File: src/rtl/core/blt_pkg.sv
`default_nettype none

package blt_pkg;

	// Fixed field widths of the channels
	localparam int BYTE_W       = 8;
	localparam int ROW_FIELD_W  = 6;
	localparam int EDGE_FIELD_W = 7;

	// Sequencer to scan unit
	typedef struct packed {
		logic start;
		logic seed;
		logic right_side;
	} scan_cmd_t;

	// Scan unit to sequencer
	typedef struct packed {
		logic idle;
		logic done;
	} scan_sts_t;

endpackage

`default_nettype wire

File: src/rtl/core/blt_edge_scan.sv
`default_nettype none

module blt_edge_scan #(
	parameter int IMG_WIDTH  = 80,
	parameter int IMG_HEIGHT = 60
) (
	input  wire logic                                           clk,
	input  wire logic                                           arst_n,
	input  wire blt_pkg::scan_cmd_t                             cmd,
	input  wire logic signed [$clog2(IMG_WIDTH+2):0]            start_col,
	input  wire logic [$clog2(IMG_WIDTH*IMG_HEIGHT)-1:0]        row_base,
	output logic [$clog2((IMG_WIDTH*IMG_HEIGHT+7)/8)-1:0]       rd_addr,
	input  wire logic [blt_pkg::BYTE_W-1:0]                     rd_data,
	output blt_pkg::scan_sts_t                                  sts,
	output logic [$clog2(IMG_WIDTH+1)-1:0]                      edge_col
);
	import blt_pkg::*;

	localparam int CW = $clog2(IMG_WIDTH + 2) + 1;
	localparam int EW = $clog2(IMG_WIDTH + 1);
	localparam int IW = $clog2(IMG_WIDTH * IMG_HEIGHT);
	localparam int AW = $clog2((IMG_WIDTH * IMG_HEIGHT + 7) / 8);
	localparam logic signed [CW-1:0] ONE       = CW'(1);
	localparam logic signed [CW-1:0] MID_COL   = CW'(IMG_WIDTH / 2);
	localparam logic signed [CW-1:0] LAST_COL  = CW'(IMG_WIDTH - 1);
	localparam logic signed [CW-1:0] WIDTH_COL = CW'(IMG_WIDTH);

	typedef enum logic [3:0] {
		SC_IDLE   = 4'b0001,
		SC_PROBE  = 4'b0010,
		SC_DECIDE = 4'b0100,
		SC_RUN    = 4'b1000
	} sc_state_t;

	sc_state_t             state_q;
	logic signed [CW-1:0]  rc_q;
	logic                  seed_q, right_q;
	logic                  dir_right_q, kind_r_q, use_lower_q, minus1_q;
	logic                  rd_vld_s1;
	logic                  forced_s1;
	logic [2:0]            bitsel_s1;
	logic signed [CW-1:0]  col_s1;
	logic                  prev_pix_q, have_prev_q;
	logic                  done_q;
	logic [EW-1:0]         edge_q;

	logic                  forced_rd;
	logic [IW-1:0]         idx;
	logic                  pix;
	logic                  lo_pix, hi_pix;
	logic signed [CW-1:0]  lo_col, hi_col, y, res;
	logic                  out_of_range, match, stop;
	logic [EW-1:0]         res_clamped;
	logic signed [CW-1:0]  base_col, nxt_start;
	logic                  nxt_dir, nxt_kind_r, nxt_lower, nxt_minus1;

	// Read address of the column under probe; border and outside columns read black
	assign forced_rd = (rc_q <= 0) || (rc_q >= LAST_COL);
	assign idx       = row_base + IW'($unsigned(rc_q));
	assign rd_addr   = forced_rd ? '0 : AW'(idx >> 3);

	// Pixel of the column read last cycle, MSB first in its byte
	assign pix = forced_s1 | rd_data[~bitsel_s1];

	// Pair the new pixel with the one read before it
	always_comb begin
		lo_pix       = dir_right_q ? prev_pix_q : pix;
		hi_pix       = dir_right_q ? pix : prev_pix_q;
		hi_col       = dir_right_q ? col_s1 : col_s1 + ONE;
		lo_col       = dir_right_q ? col_s1 - ONE : col_s1;
		y            = use_lower_q ? lo_col : hi_col;
		out_of_range = dir_right_q ? (y > LAST_COL) : (y < 0);
		match        = kind_r_q ? (!lo_pix && hi_pix) : (lo_pix && !hi_pix);
		stop         = rd_vld_s1 && have_prev_q && (out_of_range || match);
		res          = minus1_q ? y - ONE : y;
		if (res < 0) begin
			res_clamped = '0;
		end else if (res > WIDTH_COL) begin
			res_clamped = EW'(IMG_WIDTH);
		end else begin
			res_clamped = EW'(res);
		end
	end

	// Pick direction and pattern from the pixel at the start column, or from the side alone for seed rows
	always_comb begin
		base_col = seed_q ? MID_COL : rc_q;
		if (seed_q) begin
			nxt_dir    = right_q;
			nxt_kind_r = right_q;
			nxt_lower  = !right_q;
			nxt_minus1 = 1'b0;
		end else if (right_q) begin
			nxt_dir    = !pix;
			nxt_kind_r = 1'b1;
			nxt_lower  = 1'b0;
			nxt_minus1 = 1'b0;
		end else begin
			nxt_dir    = pix;
			nxt_kind_r = 1'b0;
			nxt_lower  = 1'b0;
			nxt_minus1 = !pix;
		end
		if (nxt_dir) begin
			nxt_start = base_col - ONE;
		end else if (nxt_lower) begin
			nxt_start = base_col + ONE;
		end else begin
			nxt_start = base_col;
		end
	end

	// Control: sequence probe, decide and run
	always_ff @(posedge clk or negedge arst_n) begin
		if (!arst_n) begin
			state_q     <= SC_IDLE;
			rd_vld_s1   <= 1'b0;
			have_prev_q <= 1'b0;
			done_q      <= 1'b0;
		end else begin
			rd_vld_s1 <= (state_q == SC_RUN) && !stop;
			done_q    <= (state_q == SC_RUN) && stop;
			unique case (state_q)
				SC_IDLE: begin
					if (cmd.start) begin
						state_q <= SC_PROBE;
					end
				end
				SC_PROBE: begin
					state_q <= SC_DECIDE;
				end
				SC_DECIDE: begin
					have_prev_q <= 1'b0;
					state_q     <= SC_RUN;
				end
				SC_RUN: begin
					if (rd_vld_s1) begin
						have_prev_q <= 1'b1;
					end
					if (stop) begin
						state_q <= SC_IDLE;
					end
				end
				default: begin
					state_q <= SC_IDLE;
				end
			endcase
		end
	end

	// Datapath: column walk, read tracking, result
	always_ff @(posedge clk) begin
		col_s1    <= rc_q;
		forced_s1 <= forced_rd;
		bitsel_s1 <= idx[2:0];
		if (state_q == SC_IDLE && cmd.start) begin
			rc_q    <= start_col;
			seed_q  <= cmd.seed;
			right_q <= cmd.right_side;
		end
		if (state_q == SC_DECIDE) begin
			rc_q        <= nxt_start;
			dir_right_q <= nxt_dir;
			kind_r_q    <= nxt_kind_r;
			use_lower_q <= nxt_lower;
			minus1_q    <= nxt_minus1;
		end
		if (state_q == SC_RUN) begin
			rc_q <= dir_right_q ? rc_q + ONE : rc_q - ONE;
			if (rd_vld_s1) begin
				prev_pix_q <= pix;
			end
			if (stop) begin
				edge_q <= res_clamped;
			end
		end
	end

	assign sts.idle = (state_q == SC_IDLE);
	assign sts.done = done_q;
	assign edge_col = edge_q;

	a_edge_bounded: assert property (@(posedge clk) disable iff (!arst_n)
		done_q |-> (edge_q <= EW'(IMG_WIDTH)))
		else $error("edge beyond image width");

	a_run_done_idle: assert property (@(posedge clk) disable iff (!arst_n)
		done_q |-> (state_q == SC_IDLE) && !rd_vld_s1)
		else $error("scan still running after its result");

endmodule

`default_nettype wire

File: config.mk
export PLATFORM = sky130hd
export DESIGN_NAME = blt_edge_scan
export DESIGN_NICKNAME = d
export VERILOG_FILES = /design/src/rtl/core/blt_pkg.sv /design/src/rtl/core/blt_edge_scan.sv
export SDC_FILE = /design/constraint.sdc
export NUM_CORES = 1
export LEC_CHECK = 0
export BUFFER_PORTS_ARGS = -buffer_cell sky130_fd_sc_hd__buf_2
export CAP_MARGIN = 10
export CORE_ASPECT_RATIO = 1.75
export CORE_MARGIN = 2
export CORE_UTILIZATION = 47
export DETAILED_ROUTE_END_ITERATION = 16
export HOLD_SLACK_MARGIN = 0.06
export PLACE_DENSITY = 0.69
export SYNTH_ARGS = -nofsm -noshare
export SYNTH_HDL_FRONTEND = slang
export SYNTH_SLANG_ARGS = --single-unit
export TNS_END_PERCENT = 100
File: constraint.sdc
create_clock -name clk -period 10.2 [get_ports clk]
set_input_delay 2.55 -clock clk [delete_from_list [all_inputs] [get_ports clk]]
set_output_delay 2.55 -clock clk [all_outputs]
set_load 0.005 [all_outputs]
[Word level (Yosys, flattened, before mapping)]
Index checks and enable logic that the tools add are counted.
Storage, ports and cells
  register bits: 41
  word-level logic and storage cells: 92
  input bits: 34
Operators by class
  reductions and logical operators: 22
  $lt $le $gt $ge: 7
  equal/unequal tests: 7
  bitwise logic cells: 2
  mux-type cells: 29
  add/subtract/negate cells: 8
Operators with widths (count)
  8-bit two-way mux: 11
  8-bit by 2-bit subtractor with 8-bit output, second input constant: 4
  8-bit by 2-bit adder with 8-bit output, second input constant: 3
  8-bit greater-than comparator, second input constant: 2
  8-bit by 1-bit less-than comparator with 1-bit output, second input constant: 2
  4-bit case mux with 4 select lines: 1
  13-bit by 8-bit adder with 13-bit output: 1
  1-bit two-way mux: 11
  10-bit two-way mux: 1
  8-bit >= comparator, second input constant: 1
  8-bit by 1-bit <= comparator with 1-bit output, second input constant: 1
  4-bit two-way mux: 2
  2-bit AND reduction: 4
  1-bit logical AND: 7
  7-bit two-way mux: 1
  2-bit != test, second input constant: 3
  1-bit zero test: 5
  4-bit by 1-bit == test with 1-bit output, second input constant: 1
  4-bit by 2-bit == test with 1-bit output, second input constant: 1
  4-bit by 3-bit == test with 1-bit output, second input constant: 1
  4-bit == test, second input constant: 1
  3-bit by 4-bit less-than comparator with 1-bit output, second input constant: 1
  2-bit OR reduction: 2
  1-bit binary-select mux with 3-bit select: 1
  other kinds (6): 7

[Logic depth before layout (Yosys ltp)]
Gate-level depths: netlist of the first run.
  depth in word-level cells: 12
  mapped depth: 11
  depth with buffers taken out: 11

[Worst setup path before layout of the first run]
OpenSTA, ideal clock, no wires.
  kind: input-to-output
  start: in row_base[0]
  end: out rd_addr[9]
  path slack: 3.333 ns
  buffers on the path: 0
  required time: 7.650 ns
  data arrival time: 4.317 ns
  stages on the path: 10
  cell sequence: ha_1 inv_1 fa_1 nor2b_1 o21ai_0 a21oi_1 o21ai_0 a2111oi_0 xnor2_1 nor2_1
On the way
  cells in the longest elaborated chain, start to end: 2
Ends and longest elaborated chain
  start, declared: line blt_edge_scan.sv:11  | input wire logic [$clog2(IMG_WIDTH*IMG_HEIGHT)-1:0] row_base,
  13-bit by 8-bit adder with 13-bit output: line blt_edge_scan.sv:59  | assign idx = row_base + IW'($unsigned(rc_q));
  10-bit two-way mux: line blt_edge_scan.sv:60  | assign rd_addr = forced_rd ? '0 : AW'(idx >> 3);
  end, declared: line blt_edge_scan.sv:12  | output logic [$clog2((IMG_WIDTH*IMG_HEIGHT+7)/8)-1:0] rd_addr,
Every way passes these cells.

[Final worst setup path of the first run]
Same ends and word-level chain as after synthesis.

==> flow_metrics.env, run 1 <==
export IMPL_worst_case_reg_to_reg_path_depth=9
export IMPL_netlist_top_cells_area="sky130_fd_sc_hd__edfxtp_1 21%, sky130_fd_sc_hd__dfxtp_1 7.7%, sky130_fd_sc_hd__ha_1 7.7%"
export IMPL_share_comb_of_total_power_pct=43.2
export IMPL_switching_share_pct=39.0
export IMPL_syn_num_nets=389
export IMPL_setup_viol_count_final=0
export IMPL_fin_hold_ws_ns=0.498
export IMPL_synth_avg_cell_area_um2=9.29
export IMPL_via_per_inst=5.83
export IMPL_clk_pin_slew_ns=0.07
export IMPL_final_routed_wirelength_um=7220
export IMPL_cts_root_buf="sky130_fd_sc_hd__clkbuf_16"
export IMPL_tritoncts="yes"
export IMPL_grt_antenna_before_repair=0
export IMPL_crit_path_end_kind="output pin"
export IMPL_dpl_hpwl_um=5820
export IMPL_min_delay_path_class="reg2reg"
export IMPL_postSynthRegisterBits=41
export IMPL_report_power_total_mw=0.805
export IMPL_row_count=39
export IMPL_area_growth_synth_to_final_pct=16.8
export IMPL_regToRegStartpoint="dir_right_q$_DFFE_PP_"
export IMPL_netlist_area_leader_share_pct=21.3
export IMPL_timing_critical_path_arrival_ns=4.79
export IMPL_worstSetupPathType="in2out"
export IMPL_synthesis_area_um2=3100
export IMPL_gpl_final_weighted_congestion=0.812
export IMPL_hold_path_startpoint="have_prev_q$_DFFE_PN0P_"
export IMPL_outcome="completed"
export IMPL_period_utilisation_layout_pct=72.0
export IMPL_placed_cells=462
export IMPL_detail_route_first_pass_iterations=5
export IMPL_clock_sink_count=41
export IMPL_die_w_um=65.4
export IMPL_first_global_vias=2756
export IMPL_io_pins=53
export IMPL_final_area_um2=3620
export IMPL_dp_worst_setup_slack_ns=2.84
export IMPL_fraction_of_registers_with_async_set_or_reset_after_synthesis_pct=17.1
export IMPL_maxClockFrequency_mhz=136
export IMPL_grt_setup_unrepaired="no"
export IMPL_drt_iter0_markers=134
export IMPL_num_antenna_cells=0
export IMPL_critical_path_required_ns=7.65
export IMPL_grt_overflow_total=0
export IMPL_most_used_flip_flop_cell_after_synthesis="sky130_fd_sc_hd__edfxtp_1"
export IMPL_number_of_enable_type_register_cells_in_the_synthesized_netlist=22
export IMPL_drv_slew=0
export IMPL_fin_worst_skew_ns=0.00816
export IMPL_maxCapViolCount=0
export IMPL_htree_levels=2
export IMPL_fin_setup_tns_ns=0
export IMPL_r2r_end="rc_q[7]$_DFFE_PP_"
export IMPL_placement_io_buffers=52
export IMPL_synth_sequential_area_ratio_pct=34.7
export IMPL_setup_ws_ns=2.86
export IMPL_postSynthCellCount=334
export IMPL_initial_utilization_pct=48.2
export IMPL_final_critical_path_required_period_ns=7.34
export IMPL_worstSkewPairLatency_ns=0.29
export IMPL_ff2ff_setup_slack_ns=7.07
export IMPL_yosys_warnings=0
export IMPL_final_hold_fails=0
export IMPL_grt_start_max_net_pins=17
export IMPL_floorplan_die_area_um2=7290
export IMPL_holdPathStages=1
export IMPL_design_core_area_um2=6440
export IMPL_cts_buffers=5
export IMPL_tightest_slew_ns=0.698
export IMPL_antenna_left=0
export IMPL_synthDominantAreaCellType="sky130_fd_sc_hd__edfxtp_1"
export IMPL_fin_util_pct=56.2
export IMPL_post_cts_buffers=0
export IMPL_power_density_nw_per_um2=222
export IMPL_power_ir_vdd_worst_v=0.0000956
export IMPL_final_layout_size_suffix_gt1_share_pct=19.1
export IMPL_synth_distinct_cells=66
export IMPL_detailed_place_area_um2=3450
export IMPL_ctsLongestPathBuffers=2
export IMPL_drt_drc_violations_left=0
export IMPL_power_frac_seq_pct=34.1
export IMPL_vias=2742
export IMPL_finalNetCount=442
export IMPL_max_slew_margin_pct=53.0
export IMPL_die_height_um=111
export IMPL_cts_repair_resize_count=0
export IMPL_hold_buffers=0
export IMPL_leakagePower_nw=1.51
export IMPL_hold_path_endpoint="have_prev_q$_DFFE_PN0P_"
export IMPL_power_internal_mw=0.491
export IMPL_power_clock_fraction_pct=22.8
export IMPL_grtUsageTotal_pct=21.3
export IMPL_routedWlPerCell_um=15.4
export IMPL_power_net_switching_mw=0.314
export IMPL_grt_pass1_wl_um=12200
export IMPL_worstSetupStartpointType="input pin"
export IMPL_layout_cells_non_filler=470
export IMPL_worstPathMaxFanout=4
-- power by group through the flow --
stage          Combinational [mW]  Clock (mW)  Sequential (mW)
4_1_cts                     0.349       0.184            0.274
5_1_grt                     0.390       0.190            0.281
2_1_floorplan               0.271           0            0.253
6_report                    0.347       0.183            0.274
3_5_place_dp                0.347           0            0.277
3_3_place_gp                0.340           0            0.276
-- how the worst max path moves through the flow --
stage | endpoint | cells past startpoint | from | slack (ns)
after floorplan | rd_addr[9] | 10 | row_base[0] | 3.33
after global placement | rd_addr[9] | 12 | row_base[0] | 2.92
after detailed placement | rd_addr[9] | 12 | row_base[0] | 2.84
after CTS | rd_addr[9] | 12 | row_base[0] | 2.83
after global routing | rd_addr[9] | 12 | row_base[0] | 2.53
final | rd_addr[9] | 12 | row_base[0] | 2.86
-- cells in the final DEF, fill, tap and decap left out, drive strengths merged, types with 3 or more instances in the layout --
cell / netlist / layout
a21oi: 19 / 19
and2: 3 / 3
buf: 3 / 55
a21o: 5 / 5
xnor2: 22 / 22
xor2: 10 / 10
dfrtp: 6 / 6
nand4: 4 / 4
nor3: 20 / 20
edfxtp: 22 / 22
nor2: 25 / 25
nor4b: 4 / 4
o21bai: 3 / 3
a221o: 4 / 4
clkbuf: 6 / 5
o211ai: 3 / 3
a2111oi: 5 / 5
nand3: 4 / 4
or3: 5 / 5
o22ai: 6 / 6
and3: 3 / 3
nand2b: 8 / 8
ha: 19 / 19
dfxtp: 12 / 12
nand2: 16 / 16
or2: 4 / 4
o21ai: 17 / 17
inv: 27 / 27
nand3b: 4 / 4
-- metal layers --
metal	up-vias	share of wire, %	GRT usage [%]
li1	1350	-	-
met1	1272	35	20.1
met2	92	56	41.2
met3	28	3.8	2.83
met4	0	5.4	13.1
met5	-	0	0
-- cell families (layout without fill, tap and decap cells) --
family	Yosys count	count (layout)	synth area share, %
xor+xnor	32	32	9.04
simple gates	115	115	21.1
fa+ha+maj	21	21	8.96
mux	5	5	2.50
buf+inv	36	90	4.64
flops	41	41	34.7
compound gates	84	84	19.0
-- synthesized netlist by cell type, types with 2 or more instances --
cell type                   instances
sky130_fd_sc_hd__xor2_1            10
sky130_fd_sc_hd__edfxtp_1          22
sky130_fd_sc_hd__nor3b_1            2
sky130_fd_sc_hd__xnor2_1           22
sky130_fd_sc_hd__nand3_1            4
sky130_fd_sc_hd__nand2b_1           8
sky130_fd_sc_hd__dfxtp_1           12
sky130_fd_sc_hd__mux4_2             2
sky130_fd_sc_hd__nor2b_1            2
sky130_fd_sc_hd__a221o_1            4
sky130_fd_sc_hd__clkbuf_1           6
sky130_fd_sc_hd__nand4_1            4
sky130_fd_sc_hd__a21oi_1           19
sky130_fd_sc_hd__or3_1              5
sky130_fd_sc_hd__o21bai_1           3
sky130_fd_sc_hd__a21o_1             5
sky130_fd_sc_hd__o21ai_0           12
sky130_fd_sc_hd__and2_1             3
sky130_fd_sc_hd__and4_1             2
sky130_fd_sc_hd__inv_1             27
sky130_fd_sc_hd__nor3_1            19
sky130_fd_sc_hd__or2_2              2
sky130_fd_sc_hd__nor4b_1            4
sky130_fd_sc_hd__o21a_1             2
sky130_fd_sc_hd__or3b_1             2
sky130_fd_sc_hd__nand3b_1           4
sky130_fd_sc_hd__ha_1              19
sky130_fd_sc_hd__buf_4              2
sky130_fd_sc_hd__fa_1               2
sky130_fd_sc_hd__or4_1              2
sky130_fd_sc_hd__o31ai_1            2
sky130_fd_sc_hd__o22ai_1            6
sky130_fd_sc_hd__nor2_1            25
sky130_fd_sc_hd__dfrtp_1            6
sky130_fd_sc_hd__nand2_1           16
sky130_fd_sc_hd__a2111oi_0          5
sky130_fd_sc_hd__a31oi_1            2
sky130_fd_sc_hd__o211ai_1           3
sky130_fd_sc_hd__o21ai_1            5
sky130_fd_sc_hd__and3_1             3
sky130_fd_sc_hd__a2111o_1           2
sky130_fd_sc_hd__a211oi_1           2
sky130_fd_sc_hd__or2_1              2
-- state kept, by name, indices dropped and copies added, names as in the netlist, named ones only --
name,flops
use_lower_q,1
kind_r_q,1
have_prev_q,1
rc_q,7
edge_col,7
right_q,1
seed_q,1
minus1_q,1
dir_right_q,1
prev_pix_q,1
done_q,1
bitsel_s1,3
col_s1,8
forced_s1,1
state_q,4
rd_vld_s1,1
-- critical path, cell delays in order --
cell                        delay [ns]
sky130_fd_sc_hd__buf_2            0.08
sky130_fd_sc_hd__ha_1             0.16
sky130_fd_sc_hd__inv_1            0.06
sky130_fd_sc_hd__fa_1             0.39
sky130_fd_sc_hd__nor2b_1          0.13
sky130_fd_sc_hd__o21ai_0          0.10
sky130_fd_sc_hd__a21oi_1          0.19
sky130_fd_sc_hd__o21ai_0          0.21
sky130_fd_sc_hd__a2111oi_0        0.54
sky130_fd_sc_hd__xnor2_1          0.18
sky130_fd_sc_hd__nor2_1           0.06
sky130_fd_sc_hd__buf_2            0.16
-- final cells by class --
class	count	area [um2]
repair buffers	55	283
clock inverters	3	46.3
well taps	82	103
flip-flops and latches	41	1080
clock buffers	5	125
fillers	626	2820
inverters	27	101
multi-input cells	257	1890
Power figures use the tool's default switching activity.
==> run 2, diff against run 1 <==
- PLACE_DENSITY: 0.69 -> 0.71
- clock period: 10.2 -> 6 ns (I/O delays scaled with it)
==> run 2 against run 1 <==
Routed wire length rose by 0.44%. Sequential share of layout area barely moved. Utilization fell by 0.078 points. Combinational power rose by 70%. Clock power rose by 64%. Worst setup slack got worse by 2.1 ns. Clock-buffer cell count did not move. Final cell count did not move. Via count fell by 0.33%. Cell area fell by 0.14%. Critical path type unchanged. Critical endpoint unchanged.
==> flow_metrics.env, run 2 (synthesis gave the netlist of run 1 again) <==
export IMPL_timing_critical_path_arrival_ns=3.74
export IMPL_holdPathStages=1
export IMPL_drv_slew=0
export IMPL_fin_hold_ws_ns=0.528
export IMPL_hold_buffers=0
export IMPL_final_critical_path_required_period_ns=5.24
export IMPL_drt_drc_violations_left=0
export IMPL_routedWlPerCell_um=15.4
export IMPL_worstSetupPathType="in2out"
export IMPL_period_utilisation_layout_pct=87.4
export IMPL_area_growth_synth_to_final_pct=16.6
export IMPL_cts_buffers=5
export IMPL_crit_start="row_base[0]"
export IMPL_die_w_um=65.4
export IMPL_placement_io_buffers=52
export IMPL_num_antenna_cells=0
export IMPL_detail_route_first_pass_iterations=4
export IMPL_setup_viol_count_final=0
export IMPL_initial_utilization_pct=48.2
export IMPL_regToRegStartpoint="col_s1[0]$_DFF_P_"
export IMPL_fin_util_pct=56.2
export IMPL_fin_setup_tns_ns=0
export IMPL_grt_overflow_total=0
export IMPL_floorplan_die_area_um2=7290
export IMPL_finalNetCount=442
export IMPL_worst_case_reg_to_reg_path_depth=10
export IMPL_antenna_left=0
export IMPL_maxCapViolCount=0
export IMPL_tritoncts="yes"
export IMPL_cts_root_buf="sky130_fd_sc_hd__clkbuf_16"
export IMPL_layout_cells_most_common_list="52 x sky130_fd_sc_hd__buf_2, 27 x sky130_fd_sc_hd__inv_1, 25 x sky130_fd_sc_hd__nor2_1"
export IMPL_leakagePower_nw=1.51
export IMPL_post_cts_buffers=0
export IMPL_power_density_nw_per_um2=375
export IMPL_worst_path_buf_inv=3
export IMPL_design_core_area_um2=6440
export IMPL_layout_commonest_cell="sky130_fd_sc_hd__buf_2"
export IMPL_gpl_final_weighted_congestion=0.818
export IMPL_worstSetupStartpointType="input pin"
export IMPL_maxClockFrequency_mhz=191
export IMPL_outcome="completed"
export IMPL_cp_top_family="compound AO/OA/AOI/OAI gates"
export IMPL_dpl_hpwl_um=5690
export IMPL_worst_path_max_delay_cell="sky130_fd_sc_hd__a2111oi_0"
export IMPL_critical_path_cell_chain="buf_2, ha_1, inv_1, fa_1, nor2b_1, o21ai_0, a21oi_1, o21ai_0, a2111oi_0, xnor2_1, nor2_1, buf_2"
export IMPL_r2r_end="edge_col[1]$_SDFFCE_PP0P_"
export IMPL_report_power_total_mw=1.36
export IMPL_setup_ws_ns=0.758
export IMPL_max_slew_margin_pct=58.3
export IMPL_grt_antenna_before_repair=0
export IMPL_dp_worst_setup_slack_ns=0.764
export IMPL_io_pins=53
export IMPL_cts_repair_resize_count=0
export IMPL_drt_iter0_markers=149
export IMPL_vias=2733
export IMPL_grt_setup_unrepaired="no"
export IMPL_clk_pin_slew_ns=0.06
export IMPL_htree_levels=2
export IMPL_final_layout_size_suffix_gt1_share_pct=18.8
export IMPL_critical_path_required_ns=4.50
export IMPL_clock_sink_count=41
export IMPL_die_height_um=111
export IMPL_tightest_slew_ns=0.623
export IMPL_crit_path_end_kind="output pin"
export IMPL_worstSkewPairLatency_ns=0.28
export IMPL_grtUsageTotal_pct=21.2
export IMPL_cp_depth=12
export IMPL_max_flop_register="col_s1"
export IMPL_final_routed_wirelength_um=7250
export IMPL_grt_pass1_wl_um=12200
export IMPL_worstPathMaxFanout=4
export IMPL_ctsLongestPathBuffers=2
export IMPL_timing_critical_path_to="rd_addr[9]"
export IMPL_power_ir_vdd_worst_v=0.000160
export IMPL_final_hold_fails=0
export IMPL_largest_register_ff_count=8
export IMPL_min_delay_path_class="reg2reg"
export IMPL_ff2ff_setup_slack_ns=2.85
export IMPL_grt_start_max_net_pins=17
export IMPL_crit_path_max_incr_delay_ns=0.57
export IMPL_row_count=39
export IMPL_via_per_inst=5.81
export IMPL_fin_worst_skew_ns=0.00629
export IMPL_first_global_vias=2711
==> run 2: changes by cell type in the layout (fill, tap and decap cells not counted) <==
cell | previous run | this run
sky130_fd_sc_hd__clkinv_1 | 0 | 1
sky130_fd_sc_hd__clkinv_4 | 1 | 0
==> run 2: worst min-delay path by stage <==
stage                       startpoint  slack [ns]                 endpoint
3_3_place_gp   have_prev_q$_DFFE_PN0P_        0.47  have_prev_q$_DFFE_PN0P_
2_1_floorplan        rc_q[3]$_DFFE_PP_        0.40        col_s1[3]$_DFF_P_
6_report       have_prev_q$_DFFE_PN0P_        0.53  have_prev_q$_DFFE_PN0P_
5_1_grt              rc_q[7]$_DFFE_PP_        0.55        col_s1[7]$_DFF_P_
4_1_cts        have_prev_q$_DFFE_PN0P_        0.51  have_prev_q$_DFFE_PN0P_
3_5_place_dp   have_prev_q$_DFFE_PN0P_        0.49  have_prev_q$_DFFE_PN0P_
==> run 2: layer usage <==
| metal | up-vias | routed length (um) | GRT usage [%] |
|---|---|---|---|
| met2 | 81 | 4150 | 41.3 |
| met1 | 1283 | 2570 | 20.7 |
| met5 | - | 0 | 0 |
| met4 | 0 | 315 | 11.1 |
| met3 | 19 | 220 | 2.42 |
| li1 | 1350 | - | - |
==> run 2: area by class of cell <==
type | instances | area, um2
multi-input cells | 257 | 1890
flip-flops and latches | 41 | 1080
clock inverters | 3 | 41.3
fillers | 633 | 2820
well taps | 82 | 103
inverters | 27 | 101
clock buffers | 5 | 125
repair buffers | 55 | 283
==> run 2: power breakdown <==
part | switching, mW | internal, mW | total (mW)
Clock | 0.106 | 0.195 | 0.300
Combinational | 0.324 | 0.266 | 0.590
Sequential | 0.0949 | 0.372 | 0.467
Total | 0.524 | 0.832 | 1.36
==> run 2: per-stage QoR <==
step	cell area, um2	std cells
global route	3620	470
global placement	3450	462
floorplan	3100	334
finish	3620	470
detailed placement	3450	462
CTS	3620	470
==> run 2: worst register-to-register path, stage by stage, from the launching register on <==
cell	delay [ns]
sky130_fd_sc_hd__dfxtp_1	0.41
sky130_fd_sc_hd__inv_1	0.09
sky130_fd_sc_hd__ha_1	0.35
sky130_fd_sc_hd__o31ai_1	0.39
sky130_fd_sc_hd__inv_1	0.09
sky130_fd_sc_hd__ha_1	0.31
sky130_fd_sc_hd__nand2_1	0.07
sky130_fd_sc_hd__a2111oi_0	0.43
sky130_fd_sc_hd__a221o_1	0.24
sky130_fd_sc_hd__a32oi_4	0.14
sky130_fd_sc_hd__a2111oi_0	0.40
==> run 3, diff against run 2 <==
- CAP_MARGIN: 10 -> 0
- CORE_UTILIZATION: 47 -> 51
- PLACE_DENSITY: 0.71 -> 0.76
==> run 3 against run 2 <==
Power is 9.1% lower. Global-route usage increased by 1.6 points. First-iteration DRC count shrank 37%. Via count rose by 1.9%. Worst setup slack gained 0.099 ns. Clock-buffer cell count unchanged. Sequential share of layout area rose by 0.77 points. Critical path type unchanged. Critical endpoint unchanged.
==> flow_metrics.env, run 3 (synthesis gave the netlist of run 1 again) <==
export IMPL_antenna_left=0
export IMPL_largest_register_ff_count=8
export IMPL_gpl_final_weighted_congestion=0.859
export IMPL_worst_case_reg_to_reg_path_depth=10
export IMPL_die_w_um=63.0
export IMPL_worstSetupStartpointType="input pin"
export IMPL_crit_path_end_kind="output pin"
export IMPL_setup_viol_count_final=0
export IMPL_detail_route_first_pass_iterations=5
export IMPL_max_slew_margin_pct=58.6
export IMPL_r2r_end="edge_col[1]$_SDFFCE_PP0P_"
export IMPL_post_cts_buffers=0
export IMPL_layout_cells_most_common_list="52 x sky130_fd_sc_hd__buf_2, 27 x sky130_fd_sc_hd__inv_1, 25 x sky130_fd_sc_hd__nor2_1"
export IMPL_floorplan_die_area_um2=6750
export IMPL_hold_buffers=0
export IMPL_drv_slew=0
export IMPL_critical_path_required_ns=4.50
export IMPL_tightest_slew_ns=0.619
export IMPL_io_pins=53
export IMPL_outcome="completed"
export IMPL_row_count=37
export IMPL_grt_antenna_before_repair=0
export IMPL_min_delay_path_class="reg2reg"
export IMPL_worstSetupPathType="in2out"
export IMPL_clock_sink_count=41
export IMPL_final_hold_fails=0
export IMPL_placement_io_buffers=52
export IMPL_cts_repair_resize_count=0
export IMPL_first_global_vias=2782
export IMPL_maxClockFrequency_mhz=194
export IMPL_ctsLongestPathBuffers=2
export IMPL_regToRegStartpoint="col_s1[0]$_DFF_P_"
export IMPL_final_critical_path_required_period_ns=5.14
export IMPL_n_fill_cell=546
export IMPL_holdPathStages=1
export IMPL_grt_overflow_total=0
export IMPL_drt_iter0_markers=94
export IMPL_drt_drc_violations_left=0
export IMPL_grt_start_max_net_pins=17
export IMPL_leakagePower_nw=1.48
export IMPL_report_power_total_mw=1.23
export IMPL_hold_path_endpoint="have_prev_q$_DFFE_PN0P_"
export IMPL_power_ir_vdd_worst_v=0.000175
export IMPL_via_per_inst=5.98
export IMPL_design_core_area_um2=5880
export IMPL_worstPathMaxFanout=4
export IMPL_worstSkewPairLatency_ns=0.30
export IMPL_fin_worst_skew_ns=0.00718
export IMPL_cts_buffers=5
export IMPL_finalNetCount=442
export IMPL_power_density_nw_per_um2=350
export IMPL_htree_levels=2
export IMPL_routedWlPerCell_um=15.3
export IMPL_maxCapViolCount=0
export IMPL_tritoncts="yes"
export IMPL_layout_commonest_cell="sky130_fd_sc_hd__buf_2"
export IMPL_max_flop_register="col_s1"
export IMPL_die_height_um=107
export IMPL_grt_setup_unrepaired="no"
export IMPL_grt_pass1_wl_um=12200
export IMPL_dpl_hpwl_um=5710
export IMPL_cts_root_buf="sky130_fd_sc_hd__clkbuf_8"
export IMPL_period_utilisation_layout_pct=85.7
export IMPL_final_layout_size_suffix_gt1_share_pct=18.6
export IMPL_area_growth_synth_to_final_pct=13.7
export IMPL_timing_critical_path_arrival_ns=3.64
export IMPL_final_routed_wirelength_um=7140
export IMPL_hold_path_startpoint="have_prev_q$_DFFE_PN0P_"
export IMPL_ff2ff_setup_slack_ns=2.88
export IMPL_vias=2786
export IMPL_clk_pin_slew_ns=0.08
export IMPL_num_antenna_cells=0
export IMPL_initial_utilization_pct=52.8
export IMPL_fin_setup_tns_ns=0
export IMPL_grtUsageTotal_pct=22.8
==> run 3: changes by cell type in the layout (fill, tap and decap cells not counted), sizes merged <==
cell	change
clkinv	+2
clkinvlp	-1
bufinv	-1
==> run 3: per-stage QoR <==
step	area [um2]	worst slack [ns]	hold slack, ns	utilization, %	std cells
floorplan	3100	1.23	0.400	-	334
finish	3530	0.857	0.506	60.0	466
detailed placement	3440	0.839	0.490	58.5	458
CTS	3530	0.832	0.509	60.0	466
global route	3530	0.625	0.550	60.0	466
global placement	3440	0.870	0.472	58.5	458
==> run 3: where the power goes <==
| group | switching (mW) | internal, mW |
|---|---|---|
| clock network | 0.0993 | 0.0805 |
| logic | 0.323 | 0.265 |
| registers | 0.0939 | 0.371 |
==> run 3: worst max-delay path, stage by stage <==
cell and delay [ns]:
sky130_fd_sc_hd__buf_2 0.08, sky130_fd_sc_hd__ha_1 0.16, sky130_fd_sc_hd__inv_1 0.06, sky130_fd_sc_hd__fa_1 0.40
sky130_fd_sc_hd__nor2b_1 0.12, sky130_fd_sc_hd__o21ai_0 0.09, sky130_fd_sc_hd__a21oi_1 0.19, sky130_fd_sc_hd__o21ai_0 0.20
sky130_fd_sc_hd__a2111oi_0 0.51, sky130_fd_sc_hd__xnor2_1 0.17, sky130_fd_sc_hd__nor2_1 0.05, sky130_fd_sc_hd__buf_2 0.12
==> run 3: layout make-up <==
type	count	area, um2	share of cell area, %
clock buffers	5	68.8	1.95
well taps	78	97.6	2.77
clock inverters	3	17.5	0.497
flip-flops and latches	41	1080	30.6
repair buffers	55	283	8.02
multi-input cells	257	1880	53.3
inverters	27	101	2.87
==> run 3: worst max-delay path by stage <==
stage / startpoint / endpoint / slack (ns) / depth (start not counted)
after floorplan: row_base[0] / rd_addr[9] / 1.23 / 10
after CTS: row_base[0] / rd_addr[9] / 0.83 / 12
after detailed placement: row_base[0] / rd_addr[9] / 0.84 / 12
after global placement: row_base[0] / rd_addr[9] / 0.87 / 12
final: row_base[0] / rd_addr[9] / 0.86 / 12
after global routing: row_base[0] / rd_addr[9] / 0.62 / 12
==> run 3: routing by layer <==
layer	part of all wire (%)	GRT usage, %	up-vias
met4	3.5	12.9	0
met2	58	46.0	85
met5	0	0	-
li1	-	-	1349
met1	35	21.2	1331
met3	3.5	2.73	21
